## src/sv/ppp_pkg.sv

```systemverilog
// shared types, codes and tables for the proxy v2 preamble parser
// no dependencies
package ppp_pkg;

	localparam logic [7:0] WANTED_TYPE_RESET = 8'hE0;
	localparam int         SIG_LEN           = 12;

	// parse phases
	localparam logic [2:0] PH_SIG    = 3'd0;
	localparam logic [2:0] PH_HDR    = 3'd1;
	localparam logic [2:0] PH_ADDR   = 3'd2;
	localparam logic [2:0] PH_TLVHDR = 3'd3;
	localparam logic [2:0] PH_OTHER  = 3'd4;
	localparam logic [2:0] PH_IDVAL  = 3'd5;
	localparam logic [2:0] PH_UNSCAN = 3'd6;
	localparam logic [2:0] PH_PASS   = 3'd7;

	// byte classes
	localparam logic [2:0] CLS_SIG    = 3'd0;
	localparam logic [2:0] CLS_HDR    = 3'd1;
	localparam logic [2:0] CLS_ADDR   = 3'd2;
	localparam logic [2:0] CLS_TLVHDR = 3'd3;
	localparam logic [2:0] CLS_OTHER  = 3'd4;
	localparam logic [2:0] CLS_ID     = 3'd5;
	localparam logic [2:0] CLS_UNSCAN = 3'd6;
	localparam logic [2:0] CLS_APP    = 3'd7;

	// parse status codes
	localparam logic [2:0] ST_BUSY     = 3'd0;
	localparam logic [2:0] ST_DONE_ID  = 3'd1;
	localparam logic [2:0] ST_DONE_NO  = 3'd2;
	localparam logic [2:0] ST_NOTPROXY = 3'd3;
	localparam logic [2:0] ST_ERROR    = 3'd4;

	// header positions
	localparam logic [3:0] HDR_FIRST  = 4'd12;
	localparam logic [3:0] HDR_FAMILY = 4'd13;
	localparam logic [3:0] HDR_LEN_HI = 4'd14;
	localparam logic [3:0] HDR_LEN_LO = 4'd15;
	localparam logic [3:0] SIG_LAST   = 4'd11;

	// tlv header positions
	localparam logic [3:0] TH_TYPE   = 4'd0;
	localparam logic [3:0] TH_LEN_HI = 4'd1;
	localparam logic [3:0] TH_LEN_LO = 4'd2;

	// register map
	localparam logic [0:0] REG_WANTED   = 1'b0;
	localparam logic [0:0] REG_MISMATCH = 1'b1;

	typedef struct packed {
		logic [7:0] wanted_tlv_type;
		logic       mismatch_is_error;
	} cfg_t;

	typedef struct packed {
		logic [2:0]  phase;
		logic [3:0]  hdr_idx;
		logic [15:0] pay_len;
		logic [3:0]  family;
		logic [15:0] pay_pos;
		logic [7:0]  tlv_type;
		logic [15:0] tlv_len;
		logic [15:0] val_rem;
		logic        scan_stop;
		logic        id_found;
		logic [2:0]  held_status;
	} state_t;

	typedef struct packed {
		logic [7:0]  byte_echo;
		logic [2:0]  byte_class;
		logic        id_byte_valid;
		logic        id_last;
		logic [2:0]  parse_status;
		logic [15:0] id_length;
		logic [15:0] payload_length;
		logic [3:0]  address_family;
	} result_t;

	function automatic logic [7:0] sig_byte(input logic [3:0] idx);
		logic [7:0] v;
		unique case (idx)
			4'd0:    v = 8'h0D;
			4'd1:    v = 8'h0A;
			4'd2:    v = 8'h0D;
			4'd3:    v = 8'h0A;
			4'd4:    v = 8'h00;
			4'd5:    v = 8'h0D;
			4'd6:    v = 8'h0A;
			4'd7:    v = 8'h51;
			4'd8:    v = 8'h55;
			4'd9:    v = 8'h49;
			4'd10:   v = 8'h54;
			4'd11:   v = 8'h0A;
			default: v = 8'h0D;
		endcase
		return v;
	endfunction

	// address block bytes per family
	function automatic logic [7:0] addr_block(input logic [3:0] fam);
		logic [7:0] v;
		unique case (fam)
			4'd1:    v = 8'd12;
			4'd2:    v = 8'd36;
			4'd3:    v = 8'd216;
			default: v = 8'd0;
		endcase
		return v;
	endfunction

endpackage

```

## src/sv/ppp_cfg.sv

```systemverilog
// apb register file: wanted tlv type and mismatch policy
// depends on ppp_pkg
module ppp_cfg (
	input  logic          clk,
	input  logic          arst_n,
	input  logic          psel,
	input  logic          penable,
	input  logic          pwrite,
	input  logic [2:0]    paddr,
	input  logic [31:0]   pwdata,
	output logic [31:0]   prdata,
	output ppp_pkg::cfg_t cfg
);
	import ppp_pkg::*;

	logic [7:0] wanted_q;
	logic       mismatch_q;
	logic       wr_en;

	assign wr_en = psel & penable & pwrite;

	always_ff @(posedge clk or negedge arst_n) begin
		if (!arst_n) begin
			wanted_q   <= WANTED_TYPE_RESET;
			mismatch_q <= 1'b0;
		end else if (wr_en) begin
			unique case (paddr[2])
				REG_WANTED:   wanted_q   <= pwdata[7:0];
				REG_MISMATCH: mismatch_q <= pwdata[0];
				default:      ;
			endcase
		end
	end

	always_comb begin
		unique case (paddr[2])
			REG_WANTED:   prdata = {24'd0, wanted_q};
			REG_MISMATCH: prdata = {31'd0, mismatch_q};
			default:      prdata = 32'd0;
		endcase
	end

	assign cfg.wanted_tlv_type   = wanted_q;
	assign cfg.mismatch_is_error = mismatch_q;

endmodule

```

## src/sv/ppp_core.sv

```systemverilog
// parser state registers and the one-byte next-state and result logic
// depends on ppp_pkg
module ppp_core (
	input  logic             clk,
	input  logic             arst_n,
	input  ppp_pkg::cfg_t    cfg,
	input  logic             adv,
	input  logic [7:0]       data_byte,
	input  logic             conn_start,
	input  logic             stream_end,
	output ppp_pkg::result_t res
);
	import ppp_pkg::*;

	state_t st_q;
	state_t nxt;

	// pick the scan phase at the current payload position
	function automatic state_t next_region(input state_t s);
		state_t r;
		logic [15:0] left;
		r    = s;
		left = s.pay_len - s.pay_pos;
		if (s.scan_stop) begin
			r.phase = PH_UNSCAN;
		end else if (left < 16'd3) begin
			r.scan_stop = 1'b1;
			r.phase     = PH_UNSCAN;
		end else begin
			r.phase   = PH_TLVHDR;
			r.hdr_idx = TH_TYPE;
		end
		return r;
	endfunction

	function automatic state_t finish(input state_t s);
		state_t r;
		r             = s;
		r.phase       = PH_PASS;
		r.held_status = s.id_found ? ST_DONE_ID : ST_DONE_NO;
		return r;
	endfunction

	always_comb begin
		state_t      s;
		logic [2:0]  cls;
		logic        idv;
		logic        last;
		logic        need_region;
		logic [15:0] left;
		logic [15:0] blk;

		s           = conn_start ? '0 : st_q;
		cls         = CLS_APP;
		idv         = 1'b0;
		last        = 1'b0;
		need_region = 1'b0;
		left        = '0;
		blk         = '0;

		unique case (s.phase)
			PH_SIG: begin
				cls = CLS_SIG;
				if (data_byte == sig_byte(s.hdr_idx)) begin
					if (s.hdr_idx >= SIG_LAST) begin
						s.phase   = PH_HDR;
						s.hdr_idx = HDR_FIRST;
					end else begin
						s.hdr_idx = s.hdr_idx + 4'd1;
					end
				end else begin
					cls           = CLS_APP;
					s.phase       = PH_PASS;
					s.held_status = cfg.mismatch_is_error ? ST_ERROR : ST_NOTPROXY;
				end
			end
			PH_HDR: begin
				cls = CLS_HDR;
				if (s.hdr_idx == HDR_FAMILY) s.family = data_byte[7:4];
				else if (s.hdr_idx == HDR_LEN_HI) s.pay_len = {data_byte, 8'd0};
				else if (s.hdr_idx == HDR_LEN_LO) s.pay_len = s.pay_len | {8'd0, data_byte};
				if (s.hdr_idx >= HDR_LEN_LO) begin
					s.pay_pos = '0;
					if (s.pay_len == 16'd0) s = finish(s);
					else if (addr_block(s.family) != 8'd0) s.phase = PH_ADDR;
					else s = next_region(s);
				end else begin
					s.hdr_idx = s.hdr_idx + 4'd1;
				end
			end
			PH_ADDR: begin
				cls       = CLS_ADDR;
				blk       = {8'd0, addr_block(s.family)};
				s.pay_pos = s.pay_pos + 16'd1;
				if (s.pay_pos >= s.pay_len) s = finish(s);
				else if (s.pay_pos >= blk) need_region = 1'b1;
			end
			PH_TLVHDR: begin
				cls       = CLS_TLVHDR;
				s.pay_pos = s.pay_pos + 16'd1;
				if (s.hdr_idx == TH_TYPE) begin
					s.tlv_type = data_byte;
					s.hdr_idx  = TH_LEN_HI;
				end else if (s.hdr_idx == TH_LEN_HI) begin
					s.tlv_len = {data_byte, 8'd0};
					s.hdr_idx = TH_LEN_LO;
				end else begin
					left      = s.pay_len - s.pay_pos;
					s.tlv_len = s.tlv_len | {8'd0, data_byte};
					s.hdr_idx = TH_TYPE;
					s.val_rem = s.tlv_len;
					if (s.tlv_len > left) begin
						s.scan_stop = 1'b1;
						s.phase     = PH_UNSCAN;
					end else if (s.tlv_type == cfg.wanted_tlv_type) begin
						s.id_found  = 1'b1;
						s.scan_stop = 1'b1;
						s.phase     = (s.tlv_len != 16'd0) ? PH_IDVAL : PH_UNSCAN;
					end else if (s.tlv_len != 16'd0) begin
						s.phase = PH_OTHER;
					end else begin
						need_region = 1'b1;
					end
				end
				if (s.pay_pos >= s.pay_len) begin
					s           = finish(s);
					need_region = 1'b0;
				end
			end
			PH_OTHER, PH_IDVAL: begin
				if (s.phase == PH_IDVAL) begin
					cls  = CLS_ID;
					idv  = 1'b1;
					last = (s.val_rem == 16'd1);
				end else begin
					cls = CLS_OTHER;
				end
				s.pay_pos = s.pay_pos + 16'd1;
				if (s.val_rem != 16'd0) s.val_rem = s.val_rem - 16'd1;
				if (s.pay_pos >= s.pay_len) s = finish(s);
				else if (s.val_rem == 16'd0) need_region = 1'b1;
			end
			PH_UNSCAN: begin
				cls       = CLS_UNSCAN;
				s.pay_pos = s.pay_pos + 16'd1;
				if (s.pay_pos >= s.pay_len) s = finish(s);
			end
			default: begin
				cls = CLS_APP;
			end
		endcase

		if (need_region) s = next_region(s);

		if (stream_end && (s.phase != PH_PASS)) begin
			s.phase       = PH_PASS;
			s.held_status = ST_ERROR;
		end

		nxt                = s;
		res.byte_echo      = data_byte;
		res.byte_class     = cls;
		res.id_byte_valid  = idv;
		res.id_last        = last;
		res.parse_status   = (s.phase == PH_PASS) ? s.held_status : ST_BUSY;
		res.id_length      = s.id_found ? s.tlv_len : 16'd0;
		res.payload_length = s.pay_len;
		res.address_family = s.family;
	end

	always_ff @(posedge clk or negedge arst_n) begin
		if (!arst_n) begin
			st_q <= '0;
		end else if (adv) begin
			st_q <= nxt;
		end
	end

endmodule

```

## src/sv/proxy_v2_preamble_parser.sv

```systemverilog
// top level of the proxy v2 preamble parser: input beat register, result register
// depends on ppp_pkg, ppp_cfg, ppp_core
//
// One result beat per input beat: every connection byte comes back with its
// class (signature, header, address, tlv header, other tlv value, identifier
// value, unscanned payload or application data), the parse status, and the
// header fields seen so far. A beat with conn_start set restarts the parser
// before its byte is taken; stream_end before the preamble completes reports
// a truncation error. Throughput is one byte per clock while the output is not
// stalled: an accepted beat sits in the input register while the parse logic
// updates the state and forms the result, which lands in the output register
// and raises out_valid as the beat leaves the input register. The input side
// keeps accepting while a result waits, and stalls only when both registers
// are full and the output is stalled. Registers wanted_tlv_type (address 0,
// reset 0xE0) and mismatch_is_error (address 4, reset 0) are written over the
// apb port; the user must write them only while no beat is in flight, as the
// block does not enforce it. They survive conn_start.
module proxy_v2_preamble_parser (
	input  logic        clk,
	input  logic        arst_n,
	// apb configuration
	input  logic        psel,
	input  logic        penable,
	input  logic        pwrite,
	input  logic [2:0]  paddr,
	input  logic [31:0] pwdata,
	output logic [31:0] prdata,
	output logic        pready,
	// input channel
	input  logic        in_valid,
	output logic        in_stall,
	input  logic [7:0]  data_byte,
	input  logic        conn_start,
	input  logic        stream_end,
	// output channel
	output logic        out_valid,
	input  logic        out_stall,
	output logic [7:0]  byte_echo,
	output logic [2:0]  byte_class,
	output logic        id_byte_valid,
	output logic        id_last,
	output logic [2:0]  parse_status,
	output logic [15:0] id_length,
	output logic [15:0] payload_length,
	output logic [3:0]  address_family
);
	import ppp_pkg::*;

	cfg_t    cfg;
	result_t res;
	result_t res_q;

	// input beat register
	logic       valid_s1;
	logic [7:0] byte_s1;
	logic       start_s1;
	logic       end_s1;

	logic out_valid_q;
	logic adv;      // s1 beat moves into the result register
	logic take_in;

	assign pready = 1'b1;

	ppp_cfg u_cfg (
		.clk     (clk),
		.arst_n  (arst_n),
		.psel    (psel),
		.penable (penable),
		.pwrite  (pwrite),
		.paddr   (paddr),
		.pwdata  (pwdata),
		.prdata  (prdata),
		.cfg     (cfg)
	);

	// result register frees up when empty or being taken this edge
	assign adv      = valid_s1 & (~out_valid_q | ~out_stall);
	assign in_stall = valid_s1 & ~adv;
	assign take_in  = in_valid & ~in_stall;

	always_ff @(posedge clk or negedge arst_n) begin
		if (!arst_n) begin
			valid_s1 <= 1'b0;
		end else if (take_in) begin
			valid_s1 <= 1'b1;
		end else if (adv) begin
			valid_s1 <= 1'b0;
		end
	end

	always_ff @(posedge clk) begin
		if (take_in) begin
			byte_s1  <= data_byte;
			start_s1 <= conn_start;
			end_s1   <= stream_end;
		end
	end

	// parse state advances exactly once per beat leaving s1
	ppp_core u_core (
		.clk        (clk),
		.arst_n     (arst_n),
		.cfg        (cfg),
		.adv        (adv),
		.data_byte  (byte_s1),
		.conn_start (start_s1),
		.stream_end (end_s1),
		.res        (res)
	);

	always_ff @(posedge clk or negedge arst_n) begin
		if (!arst_n) begin
			out_valid_q <= 1'b0;
		end else if (adv) begin
			out_valid_q <= 1'b1;
		end else if (!out_stall) begin
			out_valid_q <= 1'b0;
		end
	end

	always_ff @(posedge clk) begin
		if (adv) begin
			res_q <= res;
		end
	end

	assign out_valid      = out_valid_q;
	assign byte_echo      = res_q.byte_echo;
	assign byte_class     = res_q.byte_class;
	assign id_byte_valid  = res_q.id_byte_valid;
	assign id_last        = res_q.id_last;
	assign parse_status   = res_q.parse_status;
	assign id_length      = res_q.id_length;
	assign payload_length = res_q.payload_length;
	assign address_family = res_q.address_family;

	// last identifier byte is always a flagged identifier byte
	a_id_last_cls: assert property (@(posedge clk) disable iff (!arst_n)
		out_valid_q && id_last |-> id_byte_valid && (byte_class == CLS_ID))
		else $error("id_last outside identifier value");

	// input only stalls when both registers hold beats and output is stalled
	a_stall_cause: assert property (@(posedge clk) disable iff (!arst_n)
		in_stall |-> valid_s1 && out_valid_q && out_stall)
		else $error("input stalled without a full pipeline");

	// a beat leaving s1 shows up as a result next cycle
	a_adv_result: assert property (@(posedge clk) disable iff (!arst_n)
		adv |=> out_valid_q)
		else $error("advanced beat lost");

	// a flagged identifier byte means the identifier tlv was found
	a_id_found: assert property (@(posedge clk) disable iff (!arst_n)
		out_valid_q && id_byte_valid |-> (id_length != 16'd0))
		else $error("identifier byte without identifier length");

endmodule

```

## config.mk

```make
export PLATFORM = sky130hd
export DESIGN_NAME = proxy_v2_preamble_parser
export DESIGN_NICKNAME = d
export VERILOG_FILES = /design/src/sv/ppp_pkg.sv /design/src/sv/ppp_cfg.sv /design/src/sv/ppp_core.sv /design/src/sv/proxy_v2_preamble_parser.sv
export SDC_FILE = /design/constraint.sdc
export NUM_CORES = 1
export LEC_CHECK = 0
export ABC_CLOCK_PERIOD_IN_PS = 16600
export BUFFER_PORTS_ARGS = -buffer_cell sky130_fd_sc_hd__buf_2
export CORE_ASPECT_RATIO = 1.1
export CORE_MARGIN = 5
export CORE_UTILIZATION = 50
export DETAILED_ROUTE_END_ITERATION = 10
export PLACE_DENSITY = 0.7
export SLEW_MARGIN = 40
export SYNTH_ARGS = -nofsm -noshare
export SYNTH_HDL_FRONTEND = slang
export SYNTH_HIERARCHICAL = 1
export SYNTH_SLANG_ARGS = --single-unit
```

## constraint.sdc

```tcl
create_clock -name clk -period 16.6 [get_ports clk]
set_clock_uncertainty 0.05 [all_clocks]
set_input_delay 0.83 -clock clk [delete_from_list [all_inputs] [get_ports clk]]
set_output_delay 0.83 -clock clk [all_outputs]
set_load 0.03 [all_outputs]
```

# Word level (Yosys, flattened, before mapping)
# Memories as Yosys holds them, arrays and structs flattened.
# Index checks and enable logic that the tools add are counted.
word_totals:
  regBits: 161
  memories: 1
  input_bits: 52
  romBits: 96
  out_inout_bits: 87
  wordCells: 175
classes:
  addsub: 5
  n_reduce_logical: 14
  n_eq_ne: 22
  n_mux: 87
  n_bitwise: 13
  n_lt_le_gt_ge: 7
memory_table:
  columns: ["name", "depth", "width", "read_ports", "rd_ports_with_merged_regs", "write_ports", "line_no", "source"]
  rows:
  - ["(no name shown)", 16, 6, 1, 0, 0, "ppp_pkg.sv:83", "unique case (idx)"]
ops:
  columns: ["operator", "count"]
  rows:
  - ["88-bit 2-to-1 mux", 6]
  - ["78-bit one-hot mux with 4 select lines", 1]
  - ["16-bit 2-to-1 mux", 7]
  - ["85-bit 2-to-1 mux", 1]
  - ["81-bit 2-to-1 mux", 1]
  - ["34-bit 2-to-1 mux", 2]
  - ["32-bit one-hot mux with 2 select lines", 1]
  - ["3-bit 2-to-1 mux", 18]
  - ["8-bit 2-to-1 mux", 6]
  - ["8-bit one-hot mux with 3 select lines", 2]
  - ["4-bit 2-to-1 mux", 10]
  - ["7-bit one-hot mux with 5 select lines", 1]
  - ["16-bit logical NOT", 2]
  - ["16-bit by 2-bit less-than comparator with 1-bit output (second input constant)", 2]
  - ["16-bit by 8-bit OR with 16-bit output", 2]
  - ["16-bit nonzero test", 2]
  - ["16-bit subtractor", 2]
  - ["1-bit 2-to-1 mux", 22]
  - ["18-bit 2-to-1 mux", 1]
  - ["3-bit one-hot mux with 6 select lines", 1]
  - ["16-bit by 1-bit adder with 16-bit output (second input constant)", 1]
  - ["16-bit by 1-bit equality test with 1-bit output (second input constant)", 1]
  - ["4-bit by 2-bit equality test with 1-bit output (second input constant)", 4]
  - ["8-bit equality test", 2]
  - ["26 further kinds", 50]

# Longest topological paths before layout
logic_depth:
  word_depth: 24
  ltp_mapped: 35
  mapped_depth_nobuf: 28

# Cells and area by module
# The synthesis kept the hierarchy.
by_module_without_submodules:
  columns: ["mod", "cells_per_inst", "n_inst", "seq_area_each_um2", "area_each_um2"]
  rows:
  - ["ppp_core", 1231, 1, 2202.1, 9522.9]
  - ["proxy_v2_preamble_parser", 72, 1, 1911.8, 1965.6]
  - ["ppp_cfg", 55, 1, 229.0, 646.9]

# Least setup slack after synthesis
# No wires, ideal clock.
synth_timing:
  path_type: "register -> register"
  start: "register start_s1"
  end: "register res_q (netlist bit parse_status[2]), data pin"
  path_stages_with_launch: 36
  arrival_time_ns: 7.032
  path_buffers: 7
  setup_time_ns: 0.262
  path_slack_ns: 9.256
  synth_period_minus_slack_ns: 7.344
  t_required_ns: 16.288
  cell_sequence: "edfxtp_1 buf_2 buf_2 buf_2 clkbuf_1 clkbuf_1 buf_1 buf_1 nor2b_1 ha_1 nand4_2 o21ai_0 a21oi_1 inv_1 ha_1 o21ai_0 nand2b_1 a21boi_0 o21ai_0 a21oi_1 a31oi_1 nor2b_1 o22ai_1 nor2_1 a311oi_1 ha_1 nand4_1 or4_1 a31oi_1 a31oi_1 nor3b_1 a22o_1 nor4b_2 a311oi_2 nand3_1 mux2_1"
synth_between:
  elab_chain_cells: 20
  elab_cells_between_ends: 105
  cone_classes: "add/sub: 4; order compare: 7; eq/ne: 20; mux: 61; bitwise: 2; reduce/logical: 10; memory: 1"
synth_lines:
  columns: ["element", "line_no", "source"]
  rows:
  - ["start, declared", "proxy_v2_preamble_parser.sv:56", "logic start_s1;"]
  - ["start signal, assigned", "proxy_v2_preamble_parser.sv:95", "start_s1 <= conn_start;"]
  - ["88-bit 2-to-1 mux (*)", "ppp_core.sv:53", "s = conn_start ? '0 : st_q;"]
  - ["parallel branches: the longest is 14 deep, another holds 16-bit by 1-bit adder with 16-bit output", null, null]
  - ["88-bit 2-to-1 mux (*)", "ppp_core.sv:153", "if (need_region) s = next_region(s);"]
  - ["3-bit != test", "ppp_core.sv:155", "if (stream_end && (s.phase != PH_PASS)) begin"]
  - ["1-bit logical AND", "ppp_core.sv:155", null]
  - ["3-bit 2-to-1 mux", "ppp_core.sv:155", null]
  - ["3-bit equality test", "ppp_core.sv:165", "res.parse_status = (s.phase == PH_PASS) ? s.held_status : ST_BUSY;"]
  - ["end signal, assigned", "proxy_v2_preamble_parser.sv:124", "res_q <= res;"]
  - ["end, declared", "proxy_v2_preamble_parser.sv:51", "result_t res_q;"]
# Mark *: on every way between the ends. The select of a mux whose other input is x is not followed.
# A chain may end at the register's enable or synchronous reset.

# Final worst setup path
# Same ends and word-level chain as after synthesis.

==> flow_summary.ini <==
[status]
status = finished clean

[route]
ant_nets = 0
drtPass1Iterations = 5
via_per_inst = 6.21
route.detailed.drc = 0
drt-total-wl_um = 34300
routedWlPerCell_um = 20.1
vias = 10607
first_iter_violations = 819

[clock_network]
cts_resized = 0
clockBufferDepth = 2
cts_buffers = 17
cts_hold_buf = 0
clockRootBuffer = clkbuf_16
path_clk_slew_ps = 70
htreeDepth = 4
clk_latency_ps = 430
post_cts_buffers = 0
numClockSinks = 161
cts_tree = done

[timing]
fin_crit_ps = 7560
worstMarginPinSlew_ps = 829
max-slew-margin-rel = 0.447
fmax_mhz = 132
finalCritPeriodShare = 0.455
setup_viol = 0
rsz0062_at_grt = no
tns_ps = 0
drv_slew = 0
hold_violations = 0

[flow_run]
max_cap_viol_count = 0

[global_routing]
grt_antenna_before_repair = 1
grt_max_degree = 71
grt-ovfl-total = 0
grt_usage = 0.247
grt_pass1_wl_um = 54300
first_global_vias = 10064

[die]
num_io_pins = 139
fp.dieW_um = 159
core_area_um2 = 23800
start_util = 0.511
rows = 59
die-area_um2 = 27500
die_height_um = 173

[logic_synthesis]
syn-instance-count = 1358
ys_warn_count = 6
ys_ff_latch = 161
syn_area_um2 = 12100
synth_edf_count = 62
async_reset_ff_frac = 0.615
synth_flop_cell = dfrtp_1
avgSynthCellArea_um2 = 8.94
ys_types = 100
ys_seq_area_frac = 0.358

[power]
sw_frac_of_total = 0.366
p_sw_mw = 0.486
p_leak_nw = 5.52
total_power_mw = 1.33
p_comb_frac = 0.327
peakVddDrop_v = 0.0000501
intPower_mw = 0.842
p_seq_frac = 0.374
powerDensity_nw_per_um2 = 101
p_clk_frac = 0.298

[layout]
drive_gt1_frac = 0.165
fin_area_um2 = 13100
syn2layout_area_growth_pct = 8.33
final_core_util = 0.553
diodes = 0
layout_common_cells = 125 x nand2_1, 118 x nor2_1, 96 x dfrtp_1, 92 x a21oi_1, 86 x buf_2
final_common_cell = nand2_1
fillers = 2175
num-nets-final = 1506

[worst_setup_path]
crit_type = flop to flop
crit_fanout = 45
endpoint_kind = flop
arrival_ps = 7690
crit_required_ps = 16730
critPathLaunchType = flop
cp_slowest_stage_delay_ps = 500
cpMaxStageDelayCell = a21boi_0

[worst_hold_path]
hp-class = primary input to asynchronous set/reset pin

[place]
dp_hpwl_um = 24500
place_area_um2 = 12500
place_congestion = 0.965
io_buffers = 87
==> power groups by stage <==
stage	combinational [mW]	clock (mW)	sequential, mW
2_1_floorplan	0.314	0	0.511
3_3_place_gp	0.418	0	0.502
3_5_place_dp	0.427	0	0.504
4_1_cts	0.429	0.404	0.496
5_1_grt	0.476	0.420	0.502
6_report	0.435	0.396	0.497
==> area by class of cell <==
class                   count  area, µm²  share of cell area
flip-flops and latches    161       4340               0.330
well taps                 305        382              0.0290
clock inverters            12        123             0.00933
repair buffers            107        592              0.0450
clock buffers              20        467              0.0355
multi-input cells        1053       7060               0.537
inverters                  49        184              0.0140
==> layer usage <==
metal / track usage / routed length, µm / vias up
met5: 0 / 19 / -
li1: - / - / 4975
met3: 0.0315 / 2250 / 78
met2: 0.396 / 16300 / 433
met4: 0.105 / 1270 / 2
met1: 0.335 / 14500 / 5119
==> per-stage QoR <==
stage	cells	hold slack, ps	setup WS, ps
3_3_place_gp	1675	436	9250
5_1_grt	1707	389	8650
2_1_floorplan	1381	417	9260
3_5_place_dp	1675	435	9140
6_report	1707	350	9040
4_1_cts	1707	368	9110
==> critical path: cells and delay by family (launching register included) <==
family                   cells  cell delay, ps
multiplexers                 1             350
adder cells (fa/ha/maj)      3             820
AND/OR/NAND/NOR             10            2540
buffers and inverters        2             350
AO/OA/AOI/OAI               12            2770
flip-flops                   1             360
==> synth_stat cells, types with 19 or more instances <==
cell / count / share of area
xor2_1: 19 / 0.014
nor3_1: 35 / 0.014
nand2_1: 125 / 0.039
nor2b_1: 43 / 0.022
clkbuf_1: 48 / 0.015
nand2b_1: 24 / 0.012
buf_4: 55 / 0.034
inv_1: 49 / 0.015
a22o_1: 31 / 0.022
edfxtp_1: 62 / 0.15
dfrtp_1: 96 / 0.20
a31oi_1: 21 / 0.011
mux2_2: 36 / 0.033
o21ai_0: 76 / 0.031
a21oi_1: 93 / 0.038
nand3_1: 28 / 0.012
ha_1: 63 / 0.065
nor2_1: 118 / 0.036
xnor2_1: 27 / 0.019
==> sequential cells by signal, indices dropped and copies added (netlist names) <==
register,flops
u_cfg/wanted_q,8
id_byte_valid,1
parse_status,3
end_s1,1
out_valid,1
valid_s1,1
start_s1,1
byte_echo,8
address_family,4
byte_s1,8
byte_class,3
u_core/st_q,88
id_last,1
payload_length,16
u_cfg/mismatch_q,1
id_length,16
==> cell families after synthesis <==
group                    Yosys count  synth area share
XOR/XNOR                          47            0.0345
other                              2          0.000619
buffers and inverters            167            0.0702
AO/OA/AOI/OAI                    373             0.209
adder cells (fa/ha/maj)           65            0.0683
AND/OR/NAND/NOR                  493             0.213
multiplexers                      50            0.0463
flip-flops                       161             0.358
==> path summary, 6_finish.rpt <==
check,start,end,cells after the start,slack (ps)
max reg2reg,start_s1,parse_status[2],28,9040
max in group asynchronous,arst_n,u_core/st_q[18],2,15200
min in group clk,valid_s1,out_valid,1,460
max,start_s1,parse_status[2],28,9040
min,arst_n,u_cfg/wanted_q[2],1,350
min reg2reg,valid_s1,out_valid,1,460
Power figures use the tool's default switching activity.
